**src/sv/irfe_pkg.sv**
```systemverilog
// Shared types, constants and helpers for the image rotate/flip engine.
// No dependencies; used by every module of the block except irfe_ram.
package irfe_pkg;

    localparam int MAX_DIM     = 256;
    localparam int PIXEL_BITS  = 32;
    localparam int PIX_W       = 32;
    localparam int STORE_W     = PIXEL_BITS;
    localparam int COORD_W     = $clog2(MAX_DIM);
    localparam int DIM_W       = COORD_W + 1;
    localparam int STORE_DEPTH = MAX_DIM * MAX_DIM;
    localparam int ADDR_W      = $clog2(STORE_DEPTH);
    localparam int CNT_W       = ADDR_W + 1;
    localparam int QUEUE_DEPTH = 2;
    localparam int QPTR_W      = $clog2(QUEUE_DEPTH);
    localparam int QCNT_W      = $clog2(QUEUE_DEPTH + 1);
    localparam int CFG_IDX_W   = 2;
    localparam int CFG_DATA_W  = DIM_W;

    localparam logic OP_LOAD = 1'b0;
    localparam logic OP_EMIT = 1'b1;

    localparam logic [CFG_IDX_W-1:0] REG_MODE       = 2'd0;
    localparam logic [CFG_IDX_W-1:0] REG_SRC_WIDTH  = 2'd1;
    localparam logic [CFG_IDX_W-1:0] REG_SRC_HEIGHT = 2'd2;

    typedef enum logic [1:0] {
        MODE_CW   = 2'd0,
        MODE_CCW  = 2'd1,
        MODE_HMIR = 2'd2,
        MODE_VMIR = 2'd3
    } mode_t;

    typedef struct packed {
        mode_t              mode;
        logic [DIM_W-1:0]   src_width;
        logic [DIM_W-1:0]   src_height;
    } cfg_t;

    // One store access handed from front to back.
    typedef struct packed {
        logic               is_read;
        logic [ADDR_W-1:0]  addr;
        logic [STORE_W-1:0] data;
        logic [COORD_W-1:0] row;
        logic [COORD_W-1:0] col;
        logic               last;
    } cmd_t;

    // Zero acts as one, anything above MAX_DIM as MAX_DIM.
    function automatic logic [DIM_W-1:0] clamp_dim(input logic [DIM_W-1:0] v);
        logic [DIM_W-1:0] res;
        if (v == '0)
            res = DIM_W'(1);
        else if (v > DIM_W'(MAX_DIM))
            res = DIM_W'(MAX_DIM);
        else
            res = v;
        return res;
    endfunction

endpackage

```
**src/sv/irfe_queue.sv**
```systemverilog
// Short command queue between front and back ends.
// Depends on irfe_pkg.
module irfe_queue (
    input  logic            clk,
    input  logic            rst_n,
    input  logic            push,
    input  irfe_pkg::cmd_t  push_cmd,
    input  logic            pop,
    output irfe_pkg::cmd_t  head,
    output logic            not_empty,
    output logic            full
);

    irfe_pkg::cmd_t              entries_reg [irfe_pkg::QUEUE_DEPTH];
    logic [irfe_pkg::QPTR_W-1:0] wr_ptr_reg, wr_ptr_next;
    logic [irfe_pkg::QPTR_W-1:0] rd_ptr_reg, rd_ptr_next;
    logic [irfe_pkg::QCNT_W-1:0] count_reg, count_next;
    logic                        do_push, do_pop;

    always_comb
    begin
        do_push = push && !full;
        do_pop  = pop && not_empty;

        wr_ptr_next = wr_ptr_reg;
        rd_ptr_next = rd_ptr_reg;
        if (do_push)
            wr_ptr_next = (wr_ptr_reg == irfe_pkg::QPTR_W'(irfe_pkg::QUEUE_DEPTH - 1))
                        ? '0 : wr_ptr_reg + 1'b1;
        if (do_pop)
            rd_ptr_next = (rd_ptr_reg == irfe_pkg::QPTR_W'(irfe_pkg::QUEUE_DEPTH - 1))
                        ? '0 : rd_ptr_reg + 1'b1;

        count_next = count_reg;
        if (do_push && !do_pop)
            count_next = count_reg + 1'b1;
        else if (do_pop && !do_push)
            count_next = count_reg - 1'b1;
    end

    always_ff @(posedge clk)
    begin
        if (do_push)
            entries_reg[wr_ptr_reg] <= push_cmd;
    end

    always_ff @(posedge clk or negedge rst_n)
    begin
        if (!rst_n)
        begin
            wr_ptr_reg <= '0;
            rd_ptr_reg <= '0;
            count_reg  <= '0;
        end
        else
        begin
            wr_ptr_reg <= wr_ptr_next;
            rd_ptr_reg <= rd_ptr_next;
            count_reg  <= count_next;
        end
    end

    assign head      = entries_reg[rd_ptr_reg];
    assign not_empty = (count_reg != '0);
    assign full      = (count_reg == irfe_pkg::QCNT_W'(irfe_pkg::QUEUE_DEPTH));

endmodule

```
**config.mk**
```make
export PLATFORM = sky130hd
export DESIGN_NAME = irfe_queue
export DESIGN_NICKNAME = d
export VERILOG_FILES = /design/src/sv/irfe_pkg.sv /design/src/sv/irfe_queue.sv
export SDC_FILE = /design/constraint.sdc
export NUM_CORES = 1
export LEC_CHECK = 0
export CORE_MARGIN = 1.5
export CORE_UTILIZATION = 56
export DETAILED_ROUTE_END_ITERATION = 8
export DONT_BUFFER_PORTS = 1
export GPL_ROUTABILITY_DRIVEN = 0
export PLACE_DENSITY = 0.74
export SLEW_MARGIN = 20
export SYNTH_ARGS = -nofsm -noshare
export SYNTH_HDL_FRONTEND = slang
export SYNTH_SLANG_ARGS = --single-unit
```
**constraint.sdc**
```tcl
create_clock -name clk -period 4.1 [get_ports clk]
set_input_delay 0.205 -clock clk [delete_from_list [all_inputs] [get_ports clk]]
set_output_delay 0.205 -clock clk [all_outputs]
set_load 0.02 [all_outputs]
```
==> flow_summary.ini <==
[timing]
tns_ns = 0
finalSetupViolCount = 0
worst_pin_slew_ns = 1.07
period_minus_slack_ns = 2.38
max_freq_mhz = 420
skew_ns = 0.00706
rsz0062_at_grt = false
timing.hold.ws_ns = 0.268
fin_crit_sh_pct = 58.1
finalHoldViolations = 0
maxSlewHeadroom_pct = 28.8
slew_viol_final = 0

[drt]
first_pass_iters = 6
wl_per_cell_microns = 20.1
drtIter0Drc = 149
antenna_left = 0
viasPerCell = 5.41
drc = 0
route.vias.total = 2319
wl_microns = 8640

[synthesis]
synth_fp_nets = 295
synth_warnings = 0
synthCells = 224
synth_seq_area_share_pct = 80.1
synth.area.top_cells = edfxtp_1 (78%), mux2_4 (8.9%), mux2_2 (8.0%)
synth_top_cell_area_share_pct = 78.1
synth_seq_cells = 136
synth.avg_cell_area_sq_um = 22.7
synth.distinct_cells = 16
synth_top_cell_by_area = edfxtp_1
syn_area_sq_um = 5070

[floorplan]
core-area_sq_um = 8760
initial_utilization_pct = 57.9
dieWidth_microns = 98.2
die_y_microns = 98.2
io_pins = 138
dieArea_sq_um = 9640
rows = 34

[global_routing]
track_usage_pct = 18.6
grt_max_degree = 68
use_met1_pct = 21.1
grt_busiest_layer = met2
grt_pass1_wl_microns = 13200
grtUsageMet3_pct = 8.23
antenna_found_initial = 0
overflow = 0
first_global_vias = 2558
grtUsageMet2_pct = 31.4

[placement]
dp_hpwl_microns = 4750
port_buffers = 0
post-place-cells = 328

[critical_path]
cpMaxStageDelayCell = dfrtp_4
critPathRequiredTime_ns = 3.89
path_buf_inv = 0
crit_path_max_incr_delay_ns = 1.09
worstSetupEndpointType = output pin
worstPathCellList = mux2_2
crit_type = flip-flop to output pin
critical_path_peak_fanout = 67
arrival_ns = 2.18
critPathLaunchType = flip-flop
crit_family = flip-flops

[clock_tree]
clkSinkCount = 136
numCtsBuffers = 17
cts-root-buf = clkbuf_8
clock_latency_ns = 0.50
htree_num_levels = 4
clkTransAtPathRegs_ns = 0.06
clockBufferDepth = 2
cts_tree = built
cts.repair.resized = 0

[layout]
mostFrequentLayoutCells = edfxtp_1 (132), dlygate4sd3_1 (70), mux2_2 (36), mux2_4 (30), clkbuf_16 (16)
drive_gt1_share_pct = 31.8
nFillCells = 488
diodes = 0
final_common_cell = edfxtp_1
largest_reg_flops = 132
fin_cells = 429
fin_nets = 380
syn_to_final_growth_pct = 28.6

[hold_path]
min_path_type = primary input to flip-flop

[power]
ir_drop_mv = 0.707
p_per_area_nw_per_um2 = 765
p_total_mw = 4.99
leakage_nw = 2.34

[status]
status = finished, final reports clean

[run]
drv_cap = 0
[worst reg2reg max path, stage by stage, from the launching register on]
cell and delay, ns:
dfrtp_1 0.43, nand2b_1 0.20, nand2_1 0.16, nor2_4 0.74, buf_12 0.33
[final timing paths]
path	start	endpoint	slack [ns]	depth (start not counted)
max in group asynchronous	rst_n	rd_ptr_reg	3.35	2
worst max register to register	count_reg[0]	entries_reg[0][48]	1.91	4
worst min register to register	count_reg[1]	count_reg[1]	0.52	1
worst max-delay path	rd_ptr_reg	head[46]	1.72	1
min in group asynchronous	rst_n	wr_ptr_reg	0.54	2
worst min-delay path	push	entries_reg[1][44]	0.27	1
[routing by layer]
| metal | up-vias | routed length, microns | share of wire [%] |
|---|---|---|---|
| met5 | - | 0 | 0 |
| met4 | 0 | 107 | 1.2 |
| met3 | 12 | 702 | 8.1 |
| met2 | 107 | 4550 | 53 |
| met1 | 1153 | 3280 | 38 |
| li1 | 1047 | - | - |
[synth_stat cells]
master,instances
edfxtp_1,132
mux2_2,36
mux2_4,30
dfrtp_1,4
buf_2,3
buf_6,3
xnor2_1,3
inv_1,2
nand2_1,2
nor2_1,2
xor2_1,2
and3_1,1
buf_4,1
ha_1,1
nand2b_1,1
or2_2,1
[power by group]
part | leakage (nW) | switching (mW) | total [mW] | internal [mW]
Sequential | 1.27 | 0.234 | 2.14 | 1.90
Combinational | 0.758 | 0.755 | 1.28 | 0.527
Clock | 0.306 | 0.525 | 1.57 | 1.04
[cells by family (layout without fill, tap and decap cells)]
kind of cell	after synthesis	after routing	synth area share, %
xor gates and xnor gates	5	5	0.863
adders and majority gates	1	1	0.247
buffers and inverters	9	106	1.26
DFF	136	136	80.1
muxes	66	66	16.9
and+or+nand+nor	7	7	0.666
[area by class of cell]
class | instances | area, sq um | share of cell area (%)
Tap cell | 108 | 135 | 2.07
Multi-Input combinational cell | 79 | 955 | 14.6
Inverter | 2 | 7.51 | 0.115
Timing Repair Buffer | 73 | 736 | 11.3
Clock inverter | 13 | 204 | 3.13
Clock buffer | 18 | 418 | 6.41
Sequential cell | 136 | 4070 | 62.4
[timing repair]
| item | 4_1_cts | 5_1_grt |
|---|---|---|
| hold buffers | 70 | 0 |
| setup buffers | 0 | 0 |
| endpoints found under the hold margin | 138 | 0 |
[stage by stage]
stage               util [%]  instance area [sq um]  setup slack, ns
global route            74.4                   6520             1.64
global placement        59.3                   5200             2.06
finish                  74.4                   6520             1.72
floorplan                  -                   5070            0.228
CTS                     74.4                   6520             1.69
detailed placement      59.3                   5200             1.98
No activity file was read; power rests on OpenSTA's default activity.
