==> src/sv/irfe_pkg.sv <==
// Shared types, constants and helpers for the image rotate/flip engine.
// No dependencies; used by every module of the block except irfe_ram.
package irfe_pkg;

    localparam int MAX_DIM     = 256;
    localparam int PIXEL_BITS  = 32;
    localparam int PIX_W       = 32;
    localparam int STORE_W     = PIXEL_BITS;
    localparam int COORD_W     = $clog2(MAX_DIM);
    localparam int DIM_W       = COORD_W + 1;
    localparam int STORE_DEPTH = MAX_DIM * MAX_DIM;
    localparam int ADDR_W      = $clog2(STORE_DEPTH);
    localparam int CNT_W       = ADDR_W + 1;
    localparam int QUEUE_DEPTH = 2;
    localparam int QPTR_W      = $clog2(QUEUE_DEPTH);
    localparam int QCNT_W      = $clog2(QUEUE_DEPTH + 1);
    localparam int CFG_IDX_W   = 2;
    localparam int CFG_DATA_W  = DIM_W;

    localparam logic OP_LOAD = 1'b0;
    localparam logic OP_EMIT = 1'b1;

    localparam logic [CFG_IDX_W-1:0] REG_MODE       = 2'd0;
    localparam logic [CFG_IDX_W-1:0] REG_SRC_WIDTH  = 2'd1;
    localparam logic [CFG_IDX_W-1:0] REG_SRC_HEIGHT = 2'd2;

    typedef enum logic [1:0] {
        MODE_CW   = 2'd0,
        MODE_CCW  = 2'd1,
        MODE_HMIR = 2'd2,
        MODE_VMIR = 2'd3
    } mode_t;

    typedef struct packed {
        mode_t              mode;
        logic [DIM_W-1:0]   src_width;
        logic [DIM_W-1:0]   src_height;
    } cfg_t;

    // One store access handed from front to back.
    typedef struct packed {
        logic               is_read;
        logic [ADDR_W-1:0]  addr;
        logic [STORE_W-1:0] data;
        logic [COORD_W-1:0] row;
        logic [COORD_W-1:0] col;
        logic               last;
    } cmd_t;

    // Zero acts as one, anything above MAX_DIM as MAX_DIM.
    function automatic logic [DIM_W-1:0] clamp_dim(input logic [DIM_W-1:0] v);
        logic [DIM_W-1:0] res;
        if (v == '0)
            res = DIM_W'(1);
        else if (v > DIM_W'(MAX_DIM))
            res = DIM_W'(MAX_DIM);
        else
            res = v;
        return res;
    endfunction

endpackage

==> src/sv/irfe_front.sv <==
// Front end: classifies accepted words, tracks load/emit position, maps addresses.
// Depends on irfe_pkg.
module irfe_front (
    input  logic                             clk,
    input  logic                             rst_n,
    input  logic                             accept,
    input  logic                             opcode,
    input  logic [irfe_pkg::PIX_W-1:0]       pixel_in,
    input  irfe_pkg::cfg_t                   cfg,
    output logic                             push,
    output irfe_pkg::cmd_t                   cmd
);

    logic [irfe_pkg::DIM_W-1:0]   w, h, dw, dh;
    logic [irfe_pkg::CNT_W-1:0]   total;
    logic [irfe_pkg::COORD_W-1:0] r, c, sr, sc;
    logic [irfe_pkg::CNT_W-1:0]   idx;
    logic                         last, room, is_load, is_emit;

    logic [irfe_pkg::CNT_W-1:0]   load_count_reg, load_count_next;
    logic [irfe_pkg::COORD_W-1:0] emit_row_reg, emit_row_next;
    logic [irfe_pkg::COORD_W-1:0] emit_col_reg, emit_col_next;
    logic                         frame_full_reg, frame_full_next;

    always_comb
    begin
        w     = irfe_pkg::clamp_dim(cfg.src_width);
        h     = irfe_pkg::clamp_dim(cfg.src_height);
        total = irfe_pkg::CNT_W'(w) * irfe_pkg::CNT_W'(h);

        unique case (cfg.mode) inside
            irfe_pkg::MODE_CW, irfe_pkg::MODE_CCW:
            begin
                dw = h;
                dh = w;
            end
            default:
            begin
                dw = w;
                dh = h;
            end
        endcase

        // saturate a stale position if the size shrank mid-frame
        r = ({1'b0, emit_row_reg} < dh) ? emit_row_reg : irfe_pkg::COORD_W'(dh - 1'b1);
        c = ({1'b0, emit_col_reg} < dw) ? emit_col_reg : irfe_pkg::COORD_W'(dw - 1'b1);

        unique case (cfg.mode)
            irfe_pkg::MODE_CW:
            begin
                sr = irfe_pkg::COORD_W'(h - 1'b1 - {1'b0, c});
                sc = r;
            end
            irfe_pkg::MODE_CCW:
            begin
                sr = c;
                sc = irfe_pkg::COORD_W'(w - 1'b1 - {1'b0, r});
            end
            irfe_pkg::MODE_HMIR:
            begin
                sr = r;
                sc = irfe_pkg::COORD_W'(w - 1'b1 - {1'b0, c});
            end
            default:
            begin
                sr = irfe_pkg::COORD_W'(h - 1'b1 - {1'b0, r});
                sc = c;
            end
        endcase

        idx  = irfe_pkg::CNT_W'(sr) * irfe_pkg::CNT_W'(w) + irfe_pkg::CNT_W'(sc);
        last = ({1'b0, r} == dh - 1'b1) && ({1'b0, c} == dw - 1'b1);
        room = load_count_reg < total;

        is_load = accept && (opcode == irfe_pkg::OP_LOAD) && !frame_full_reg;
        is_emit = accept && (opcode == irfe_pkg::OP_EMIT) && frame_full_reg;

        load_count_next = load_count_reg;
        emit_row_next   = emit_row_reg;
        emit_col_next   = emit_col_reg;
        frame_full_next = frame_full_reg;

        if (is_load)
        begin
            if (room)
                load_count_next = load_count_reg + 1'b1;
            frame_full_next = (load_count_next >= total);
        end
        else if (is_emit)
        begin
            if (last)
            begin
                load_count_next = '0;
                emit_row_next   = '0;
                emit_col_next   = '0;
                frame_full_next = 1'b0;
            end
            else if ({1'b0, c} == dw - 1'b1)
            begin
                emit_col_next = '0;
                emit_row_next = r + 1'b1;
            end
            else
            begin
                emit_col_next = c + 1'b1;
                emit_row_next = r;
            end
        end

        push        = (is_load && room) || is_emit;
        cmd.is_read = is_emit;
        cmd.addr    = is_emit ? idx[irfe_pkg::ADDR_W-1:0]
                              : load_count_reg[irfe_pkg::ADDR_W-1:0];
        cmd.data    = irfe_pkg::STORE_W'(pixel_in);
        cmd.row     = r;
        cmd.col     = c;
        cmd.last    = last;
    end

    always_ff @(posedge clk or negedge rst_n)
    begin
        if (!rst_n)
        begin
            load_count_reg <= '0;
            emit_row_reg   <= '0;
            emit_col_reg   <= '0;
            frame_full_reg <= 1'b0;
        end
        else
        begin
            load_count_reg <= load_count_next;
            emit_row_reg   <= emit_row_next;
            emit_col_reg   <= emit_col_next;
            frame_full_reg <= frame_full_next;
        end
    end

endmodule

==> config.mk <==
export PLATFORM = sky130hd
export DESIGN_NAME = irfe_front
export DESIGN_NICKNAME = d
export VERILOG_FILES = /design/src/sv/irfe_pkg.sv /design/src/sv/irfe_front.sv
export SDC_FILE = /design/constraint.sdc
export NUM_CORES = 1
export LEC_CHECK = 0
export BUFFER_PORTS_ARGS = -buffer_cell sky130_fd_sc_hd__buf_2
export CAP_MARGIN = 20
export CORE_ASPECT_RATIO = 1.75
export CORE_UTILIZATION = 50
export DETAILED_ROUTE_END_ITERATION = 7
export GPL_ROUTABILITY_DRIVEN = 0
export PLACE_DENSITY = 0.73
export SYNTH_ARGS = -nofsm -noshare
export SYNTH_HDL_FRONTEND = slang
export SYNTH_SLANG_ARGS = --single-unit
==> constraint.sdc <==
create_clock -name clk -period 24 [get_ports clk]
set_clock_uncertainty 0.2 [all_clocks]
set_input_delay 2.4 -clock clk [delete_from_list [all_inputs] [get_ports clk]]
set_output_delay 2.4 -clock clk [all_outputs]
set_load 0.005 [all_outputs]
==> impl_results.md, run 1 <==
- Number of buffers created by CTS: 5
- Sort of element at the start of the critical path: primary input
- Overall power consumption: 0.998 mW
- # diodes: 0
- Number of endpoints with negative hold slack in the final report: 0
- Total of max-cap violations: 0
- Worst relative slew slack: 0.255
- Setup TNS Final: 0 ns
- Post-synthesis async set-or-reset flop share: 1.00
- Most common flop cell mapped by yosys: sky130_fd_sc_hd__dfrtp_1
- Count of distinct cell types in the synthesized netlist: 78
- Critical-path top delay cell: sky130_fd_sc_hd__nor2_4
- Number of buffers added on ports: 58
- Post-route non-filler standard cell count: 1612
- Peak ir drop on the vdd network: 0.0000666 V
- Endpoint class of the critical path: output port
- Worst Tran Pin Value: 1.12 ns
- Critical path data required time: 21.40 ns
- Detailed placement HPWL: 24800 um
- Resized cells post-CTS: 0
- Area of placed instances: 11000 um^2
- Final-layout worst hold slack: 0.344 ns
- Dominant cells by area after synthesis: sky130_fd_sc_hd__fa_1 (19%), sky130_fd_sc_hd__ha_1 (16%), sky130_fd_sc_hd__dfrtp_1 (7.9%)
- DP Cell Count: 1605
- Start-to-end type of the worst setup path: primary input to output port
- Floorplan Core Area: 21000 um^2
- Final layout net count: 1653
- CP Data Arrival Time: 13.07 ns
- Period Utilization, post-route: 0.653
- Congestion Overflow GR: 0
- Highest fanout seen on the critical path: 41
- Yosys warning count: 0
- Area share of the largest cell type after synthesis: 0.185
- 1st-pass router iterations: 5
- Fraction of final layout cells with drive strength greater than 1: 0.0904
- Number of nets still failing antenna checks after routing: 0
- TritonCTS sink count: 34
- Worst slack, placed: 8.44 ns
- Count of final setup violators: 0
- Horizontal die dimension: 113 um
- Outcome: finished clean
- Number of buffers added to fix hold violations after cts: 0
- # Post-CTS Setup Buffers: 0
- Largest net degree at the start of global routing: 58
- CP max stage delay: 0.71 ns
- Most common library cell in the layout ignoring fill and taps: sky130_fd_sc_hd__inv_1
- Drt via density: 5.91
- Initial Utilization: 0.514
- H-Tree Level Count: 2
- Total I/O pin count: 123
- Worst-case clock buffer depth: 2
- Final Slew Violations: 0
- Number of antenna violations at the first check in global routing: 0
- Sequential fraction of the synthesis area: 0.0787
- Final routed wirelength across all metal layers: 30100 um
- Upper clock frequency limit: 63.8 MHz
- Total power per unit cell area: 89.6 nW/um^2
- Clock tree from TritonCTS: built
- Post-synth EDFFs: 0
- Tightest Hold Check Type: flip-flop to flip-flop
- Wire length of the first global-routing pass: 49200 um
- Number of design rule violations left after detail routing: 0
- Height of the die: 196 um
- Via count: 9527
- Final Instance Area: 11100 um^2
- Source-to-sink clock delay at the later pin of the worst-skew pair: 0.30 ns
- Synth-to-Final Area Change: 3.05%
- Net count of the mapped netlist: 1667
- Number of design-rule violations left by the first detailed-router iteration: 477
- Register bit total from synthesis: 34
- Clock slew seen by the registers of the worst setup and hold paths: 0.06 ns
- Library cell occupying the most area in the post-synthesis netlist: sky130_fd_sc_hd__fa_1
- Avg Synthesized Cell Area: 7.87 um^2
- Commonest non-fill, non-tap cells in the layout: sky130_fd_sc_hd__inv_1 (198), sky130_fd_sc_hd__nand2_1 (151), sky130_fd_sc_hd__ha_1 (137)
- Cell type with the highest occurrence count on the critical path: sky130_fd_sc_hd__a21oi_1
- Total Die Area: 22200 um^2
- Cells after Synth: 1374
- Root buffer selected by CTS: sky130_fd_sc_hd__clkbuf_16
- Max reg flops: 17
- Fin worst setup slack: 8.33 ns
- Number of rows in the core area: 70
- Routed len/inst: 18.6 um
- Cell Area, Synth: 10800 um^2
- Time the final worst path needs with I/O delays and setup: 15.67 ns
- Final core occ: 0.530
- Unrepaired setup endpoints after global routing: no
- Via count of the first global-routing pass: 9728
- Total global routing track utilization: 0.283
- P_leak: 5.62 nW
-- per-layer routing --
metal | global-route usage | vias to the layer above | routed length [um]
met3 | 0.0384 | 119 | 1640
met1 | 0.308 | 4554 | 11000
met2 | 0.507 | 385 | 15300
met5 | 0 | - | 0
met4 | 0.190 | 0 | 2130
li1 | - | 4469 | -
-- worst max-delay path: cells and delay by family --
kind	cells	cell delay [ns]
AO/OA/AOI/OAI	19	3.68
adder cells (fa/ha/maj)	9	3.61
AND/OR/NAND/NOR	7	1.69
XOR/XNOR	4	0.72
buffers and inverters	7	0.68
multiplexers	1	0.25
-- report_power, final --
part | switching [mW] | internal (mW)
registers | 0.0255 | 0.0713
clock network | 0.0275 | 0.0381
logic | 0.486 | 0.349
total | 0.539 | 0.459
-- synth_stat cells, types with 13 or more instances --
cell	count
sky130_fd_sc_hd__inv_1	198
sky130_fd_sc_hd__mux2i_1	19
sky130_fd_sc_hd__nor2b_1	18
sky130_fd_sc_hd__a21oi_1	52
sky130_fd_sc_hd__mux2_2	15
sky130_fd_sc_hd__nor3_1	13
sky130_fd_sc_hd__nand3_1	22
sky130_fd_sc_hd__nand2_1	151
sky130_fd_sc_hd__a21o_1	19
sky130_fd_sc_hd__nand2b_1	22
sky130_fd_sc_hd__and2_1	19
sky130_fd_sc_hd__buf_4	38
sky130_fd_sc_hd__o31ai_1	18
sky130_fd_sc_hd__xor2_1	37
sky130_fd_sc_hd__fa_1	100
sky130_fd_sc_hd__ha_1	137
sky130_fd_sc_hd__xnor2_1	64
sky130_fd_sc_hd__clkbuf_1	35
sky130_fd_sc_hd__dfrtp_1	34
sky130_fd_sc_hd__o21ai_0	69
sky130_fd_sc_hd__nor2_1	125
-- layout make-up --
type	count	area, um^2
well taps	252	315
flip-flops and latches	34	851
multi-input cells	1047	8690
inverters	201	754
clock buffers	7	133
fillers	1986	9880
repair buffers	71	388
-- kinds of logic (layout without fill, tap and decap cells) --
kind of cell,count (synthesis),count (layout),synth area share
AOI/OAI and AO/OA,253,253,0.159
buffers and inverters,293,279,0.117
DFF,34,34,0.0787
and+or+nand+nor,413,413,0.175
xor gates and xnor gates,102,102,0.0834
muxes,36,36,0.0366
adders and majority gates,243,243,0.350
-- worst paths after layout --
kind	start	to	slack (ns)	cells after the start
max in group asynchronous	rst_n	load_count_reg[14]$_DFFE_PN0P_	20.98	1
min	load_count_reg[16]$_DFFE_PN0P_	load_count_reg[16]$_DFFE_PN0P_	0.34	1
min in group asynchronous	rst_n	emit_row_reg[5]$_DFFE_PN0P_	2.04	1
max	cfg[18]	cmd[64]	8.33	47
max reg2reg	load_count_reg[12]$_DFFE_PN0P_	frame_full_reg$_DFFE_PN0P_	17.94	21
min reg2reg	load_count_reg[16]$_DFFE_PN0P_	load_count_reg[16]$_DFFE_PN0P_	0.34	1
(Power assumes the default switching activity.)
==> run 2, diff against run 1 <==
--- a/config.mk
+++ b/config.mk
@@ -5,6 +5,7 @@
 export SDC_FILE = /design/constraint.sdc
 export NUM_CORES = 1
 export LEC_CHECK = 0
+export ABC_AREA = 1
 export BUFFER_PORTS_ARGS = -buffer_cell sky130_fd_sc_hd__buf_2
 export CAP_MARGIN = 20
 export CORE_ASPECT_RATIO = 1.75
==> constraint.sdc (replaced) <==
create_clock -name clk -period 15.39 [get_ports clk]
set_clock_uncertainty 0.2 [all_clocks]
set_input_delay 1.539 -clock clk [delete_from_list [all_inputs] [get_ports clk]]
set_output_delay 1.539 -clock clk [all_outputs]
set_load 0.005 [all_outputs]
==> run 2 against run 1 <==
Sequential power is 75% higher. Register-to-register slack worse by 7.2 ns. Sequential share of layout area is 0.55 points lower. Die area is 7.3% higher. Via count is 20% higher. Final cell count is 28% higher. Critical path type unchanged. Largest power group unchanged. Highest routed layer unchanged.
==> impl_results.md, run 2 <==
- Outcome: finished clean (unchanged)
- Unrepaired setup endpoints after global routing: no (unchanged)
- Most common flop cell mapped by yosys: sky130_fd_sc_hd__dfrtp_1 (unchanged)
- Root buffer selected by CTS: sky130_fd_sc_hd__clkbuf_16 (unchanged)
- Start-to-end type of the worst setup path: primary input to output port (unchanged)
- Number of design rule violations left after detail routing: 0 (unchanged)
- Via count of the first global-routing pass: 11800 (was 9728)
- Dominant cells by area after synthesis: sky130_fd_sc_hd__fa_1 (17%), sky130_fd_sc_hd__ha_1 (15%), sky130_fd_sc_hd__nand2_1 (14%) (was sky130_fd_sc_hd__fa_1 (19%), sky130_fd_sc_hd__ha_1 (16%), sky130_fd_sc_hd__dfrtp_1 (7.9%))
- Final routed wirelength across all metal layers: 35200 um (was 30100 um)
- Yosys warning count: 0 (unchanged)
- Clock slew seen by the registers of the worst setup and hold paths: 0.06 ns (about the same)
- Fraction of final layout cells with drive strength greater than 1: 0.0825 (was 0.0904)
- Library cell occupying the most area in the post-synthesis netlist: sky130_fd_sc_hd__fa_1 (unchanged)
- Endpoint class of the critical path: output port (unchanged)
- Clock network fraction of design power: 0.068 (was 0.066)
- Wire length of the first global-routing pass: 58100 um (was 49200 um)
- Register bit total from synthesis: 34 (unchanged)
- Commonest cells in the synthesized netlist: sky130_fd_sc_hd__nand2_1 (442), sky130_fd_sc_hd__inv_1 (329), sky130_fd_sc_hd__nor2_1 (173) (was sky130_fd_sc_hd__inv_1 (198), sky130_fd_sc_hd__nand2_1 (151), sky130_fd_sc_hd__ha_1 (137))
- Number of rows in the core area: 73 (was 70)
- Highest fanout seen on the critical path: 20 (was 41)
- Count of distinct cell types in the synthesized netlist: 52 (was 78)
- Detailed placement HPWL: 29400 um (was 24800 um)
- # diodes: 0 (unchanged)
- TritonCTS sink count: 34 (unchanged)
- Drt via density: 5.56 (was 5.91)
- Routed len/inst: 17.1 um (was 18.6 um)
- Proportion of power drawn by combinational gates: 0.841 (was 0.837)
- Time the final worst path needs with I/O delays and setup: 12.60 ns
- Total of max-cap violations: 0 (unchanged)
- # Post-CTS Setup Buffers: 0 (unchanged)
- Largest net degree at the start of global routing: 35 (was 58)
- Cells after Synth: 1765 (was 1374)
- Congestion Overflow GR: 0 (unchanged)
- Clock tree from TritonCTS: built (unchanged)
- Area of placed instances: 11800 um^2 (was 11000 um^2)
- Tightest Hold Check Type: flip-flop to flip-flop (unchanged)
- Period Utilization, post-route: 0.818
- Sw Share: 0.591 (was 0.540)
- Net count of the mapped netlist: 2058 (was 1667)
- Total of fill cells in the finished design: 2278 (was 1986)
- Worst relative slew slack: 0.248 (was 0.255)
- Number of buffers created by CTS: 5 (unchanged)
- Initial Utilization: 0.510 (was 0.514)
- Total power per unit cell area: 154 nW/um^2 (was 89.6 nW/um^2)
- Area share of the largest cell type after synthesis: 0.173 (was 0.185)
- Number of buffers added to fix hold violations after cts: 0 (unchanged)
- Via count: 11400 (was 9527)
- Height of the die: 204 um (was 196 um)
- Net switching component of the power: 1.09 mW (was 0.539 mW)
- Sequential fraction of the synthesis area: 0.0733 (was 0.0787)
- Final Slew Violations: 0 (unchanged)
- P_leak: 6.80 nW (was 5.62 nW)
- Final core occ: 0.528 (was 0.530)
- Number of nets still failing antenna checks after routing: 0 (unchanged)
- Number of antenna violations at the first check in global routing: 0 (unchanged)
- Horizontal die dimension: 117 um (was 113 um)
- Cell with the most instances after synthesis: sky130_fd_sc_hd__nand2_1 (was sky130_fd_sc_hd__inv_1)
- Floorplan Core Area: 22700 um^2 (was 21000 um^2)
- Number of design-rule violations left by the first detailed-router iteration: 702 (was 477)
- Design internal power: 0.753 mW (was 0.459 mW)
- Avg Synthesized Cell Area: 6.57 um^2 (was 7.87 um^2)
- Number of endpoints with negative hold slack in the final report: 0 (unchanged)
- Total Die Area: 23800 um^2 (was 22200 um^2)
- Commonest non-fill, non-tap cells in the layout: sky130_fd_sc_hd__nand2_1 (442), sky130_fd_sc_hd__inv_1 (329), sky130_fd_sc_hd__nor2_1 (173) (was sky130_fd_sc_hd__inv_1 (198), sky130_fd_sc_hd__nand2_1 (151), sky130_fd_sc_hd__ha_1 (137))
- Upper clock frequency limit: 79.4 MHz
- Number of buffers added on ports: 58 (unchanged)
- Cell type with the highest occurrence count on the critical path: sky130_fd_sc_hd__nand2_1 (was sky130_fd_sc_hd__a21oi_1)
- CP Data Arrival Time: 10.86 ns (was 13.07 ns)
- 1st-pass router iterations: 6 (was 5)
- Post-synth EDFFs: 0 (unchanged)
- Sort of element at the start of the critical path: primary input (unchanged)
- Source-to-sink clock delay at the later pin of the worst-skew pair: 0.31 ns (was 0.30 ns)
- Setup TNS Final: 0 ns (unchanged)
- Max reg flops: 17 (unchanged)
- Cell Area, Synth: 11600 um^2 (was 10800 um^2)
- Resized cells post-CTS: 0 (unchanged)
- Peak ir drop on the vdd network: 0.0000876 V (was 0.0000666 V)
- Post-synthesis async set-or-reset flop share: 1.00 (unchanged)
- Final-layout worst hold slack: 0.356 ns (was 0.344 ns)
- Sequential cell fraction of total power: 0.092 (was 0.097)
- CP max stage delay: 0.56 ns (was 0.71 ns)
- H-Tree Level Count: 2 (unchanged)
- Final layout net count: 2050 (was 1653)
- Count of final setup violators: 0 (unchanged)
- Total global routing track utilization: 0.319 (was 0.283)
- Critical path data required time: 13.65 ns (was 21.40 ns)
- DP Cell Count: 2050 (was 1605)
- Most common library cell in the layout ignoring fill and taps: sky130_fd_sc_hd__nand2_1 (was sky130_fd_sc_hd__inv_1)
- Post-route non-filler standard cell count: 2058 (was 1612)
- Synth-to-Final Area Change: 3.41% (was 3.05%)
- Total I/O pin count: 123 (unchanged)
- Worst Tran Pin Value: 1.12 ns (about the same)
- Final Instance Area: 12000 um^2 (was 11100 um^2)
- Critical-path top delay cell: sky130_fd_sc_hd__fa_1 (was sky130_fd_sc_hd__nor2_4)
- Worst-case clock buffer depth: 2 (unchanged)
run 2: final cells by class:
class,count,area (um^2),share of cell area
timing repair buffer,64,335,0.0279
clock buffer,5,125,0.0104
sequential,34,851,0.0709
inverter,345,1290,0.108
tap,300,375,0.0313
multi-input combinational,1307,8980,0.748
clock inverter,3,40.0,0.00334
run 2: power by group through the flow:
| stage | clock [mW] | sequential [mW] | combinational [mW] |
|---|---|---|---|
| finish | 0.124 | 0.169 | 1.55 |
| global route | 0.129 | 0.172 | 1.78 |
| CTS | 0.126 | 0.168 | 1.54 |
| detailed placement | 0 | 0.169 | 1.53 |
| global placement | 0 | 0.169 | 1.50 |
| floorplan | 0 | 0.148 | 1.14 |
run 2: kinds of logic (layout without fill, tap and decap cells):
group	Yosys count	after routing	share of synthesized area
AOI/OAI and AO/OA	189	189	0.0966
xor gates and xnor gates	70	70	0.0528
adders and majority gates	237	237	0.320
buffers and inverters	424	417	0.154
DFF	34	34	0.0733
and+or+nand+nor	811	811	0.303
run 2: stage by stage:
stage | total power [mW] | setup WS (ns)
6_report | 1.84 | 2.79
2_1_floorplan | 1.29 | 4.40
3_3_place_gp | 1.66 | 3.29
5_1_grt | 2.08 | 2.07
3_5_place_dp | 1.70 | 3.06
4_1_cts | 1.84 | 3.04
run 2: critical path: cells and delay by family:
kind | cells | cell delay [ns]
buffers and inverters | 11 | 1.18
AO/OA/AOI/OAI | 9 | 2.09
AND/OR/NAND/NOR | 22 | 2.51
adder cells (fa/ha/maj) | 8 | 3.54
run 2: per-layer routing:
layer | vias up | share of wire | global-route usage
met3 | 211 | 0.062 | 0.0562
met2 | 484 | 0.51 | 0.555
met5 | - | 0 | 0
met4 | 0 | 0.10 | 0.280
met1 | 5288 | 0.33 | 0.317
li1 | 5454 | - | -
run 2: worst paths after layout:
kind	startpoint	to	cells after the start	slack, ns
hold reg to reg	frame_full_reg$_DFFE_PN0P_	frame_full_reg$_DFFE_PN0P_	2	0.36
setup reg to reg	load_count_reg[4]$_DFFE_PN0P_	frame_full_reg$_DFFE_PN0P_	29	10.76
max in group asynchronous	rst_n	emit_col_reg[2]$_DFFE_PN0P_	1	13.19
hold / removal	frame_full_reg$_DFFE_PN0P_	frame_full_reg$_DFFE_PN0P_	2	0.36
setup / recovery	cfg[18]	cmd[63]	50	2.79
min in group asynchronous	rst_n	load_count_reg[4]$_DFFE_PN0P_	1	1.19
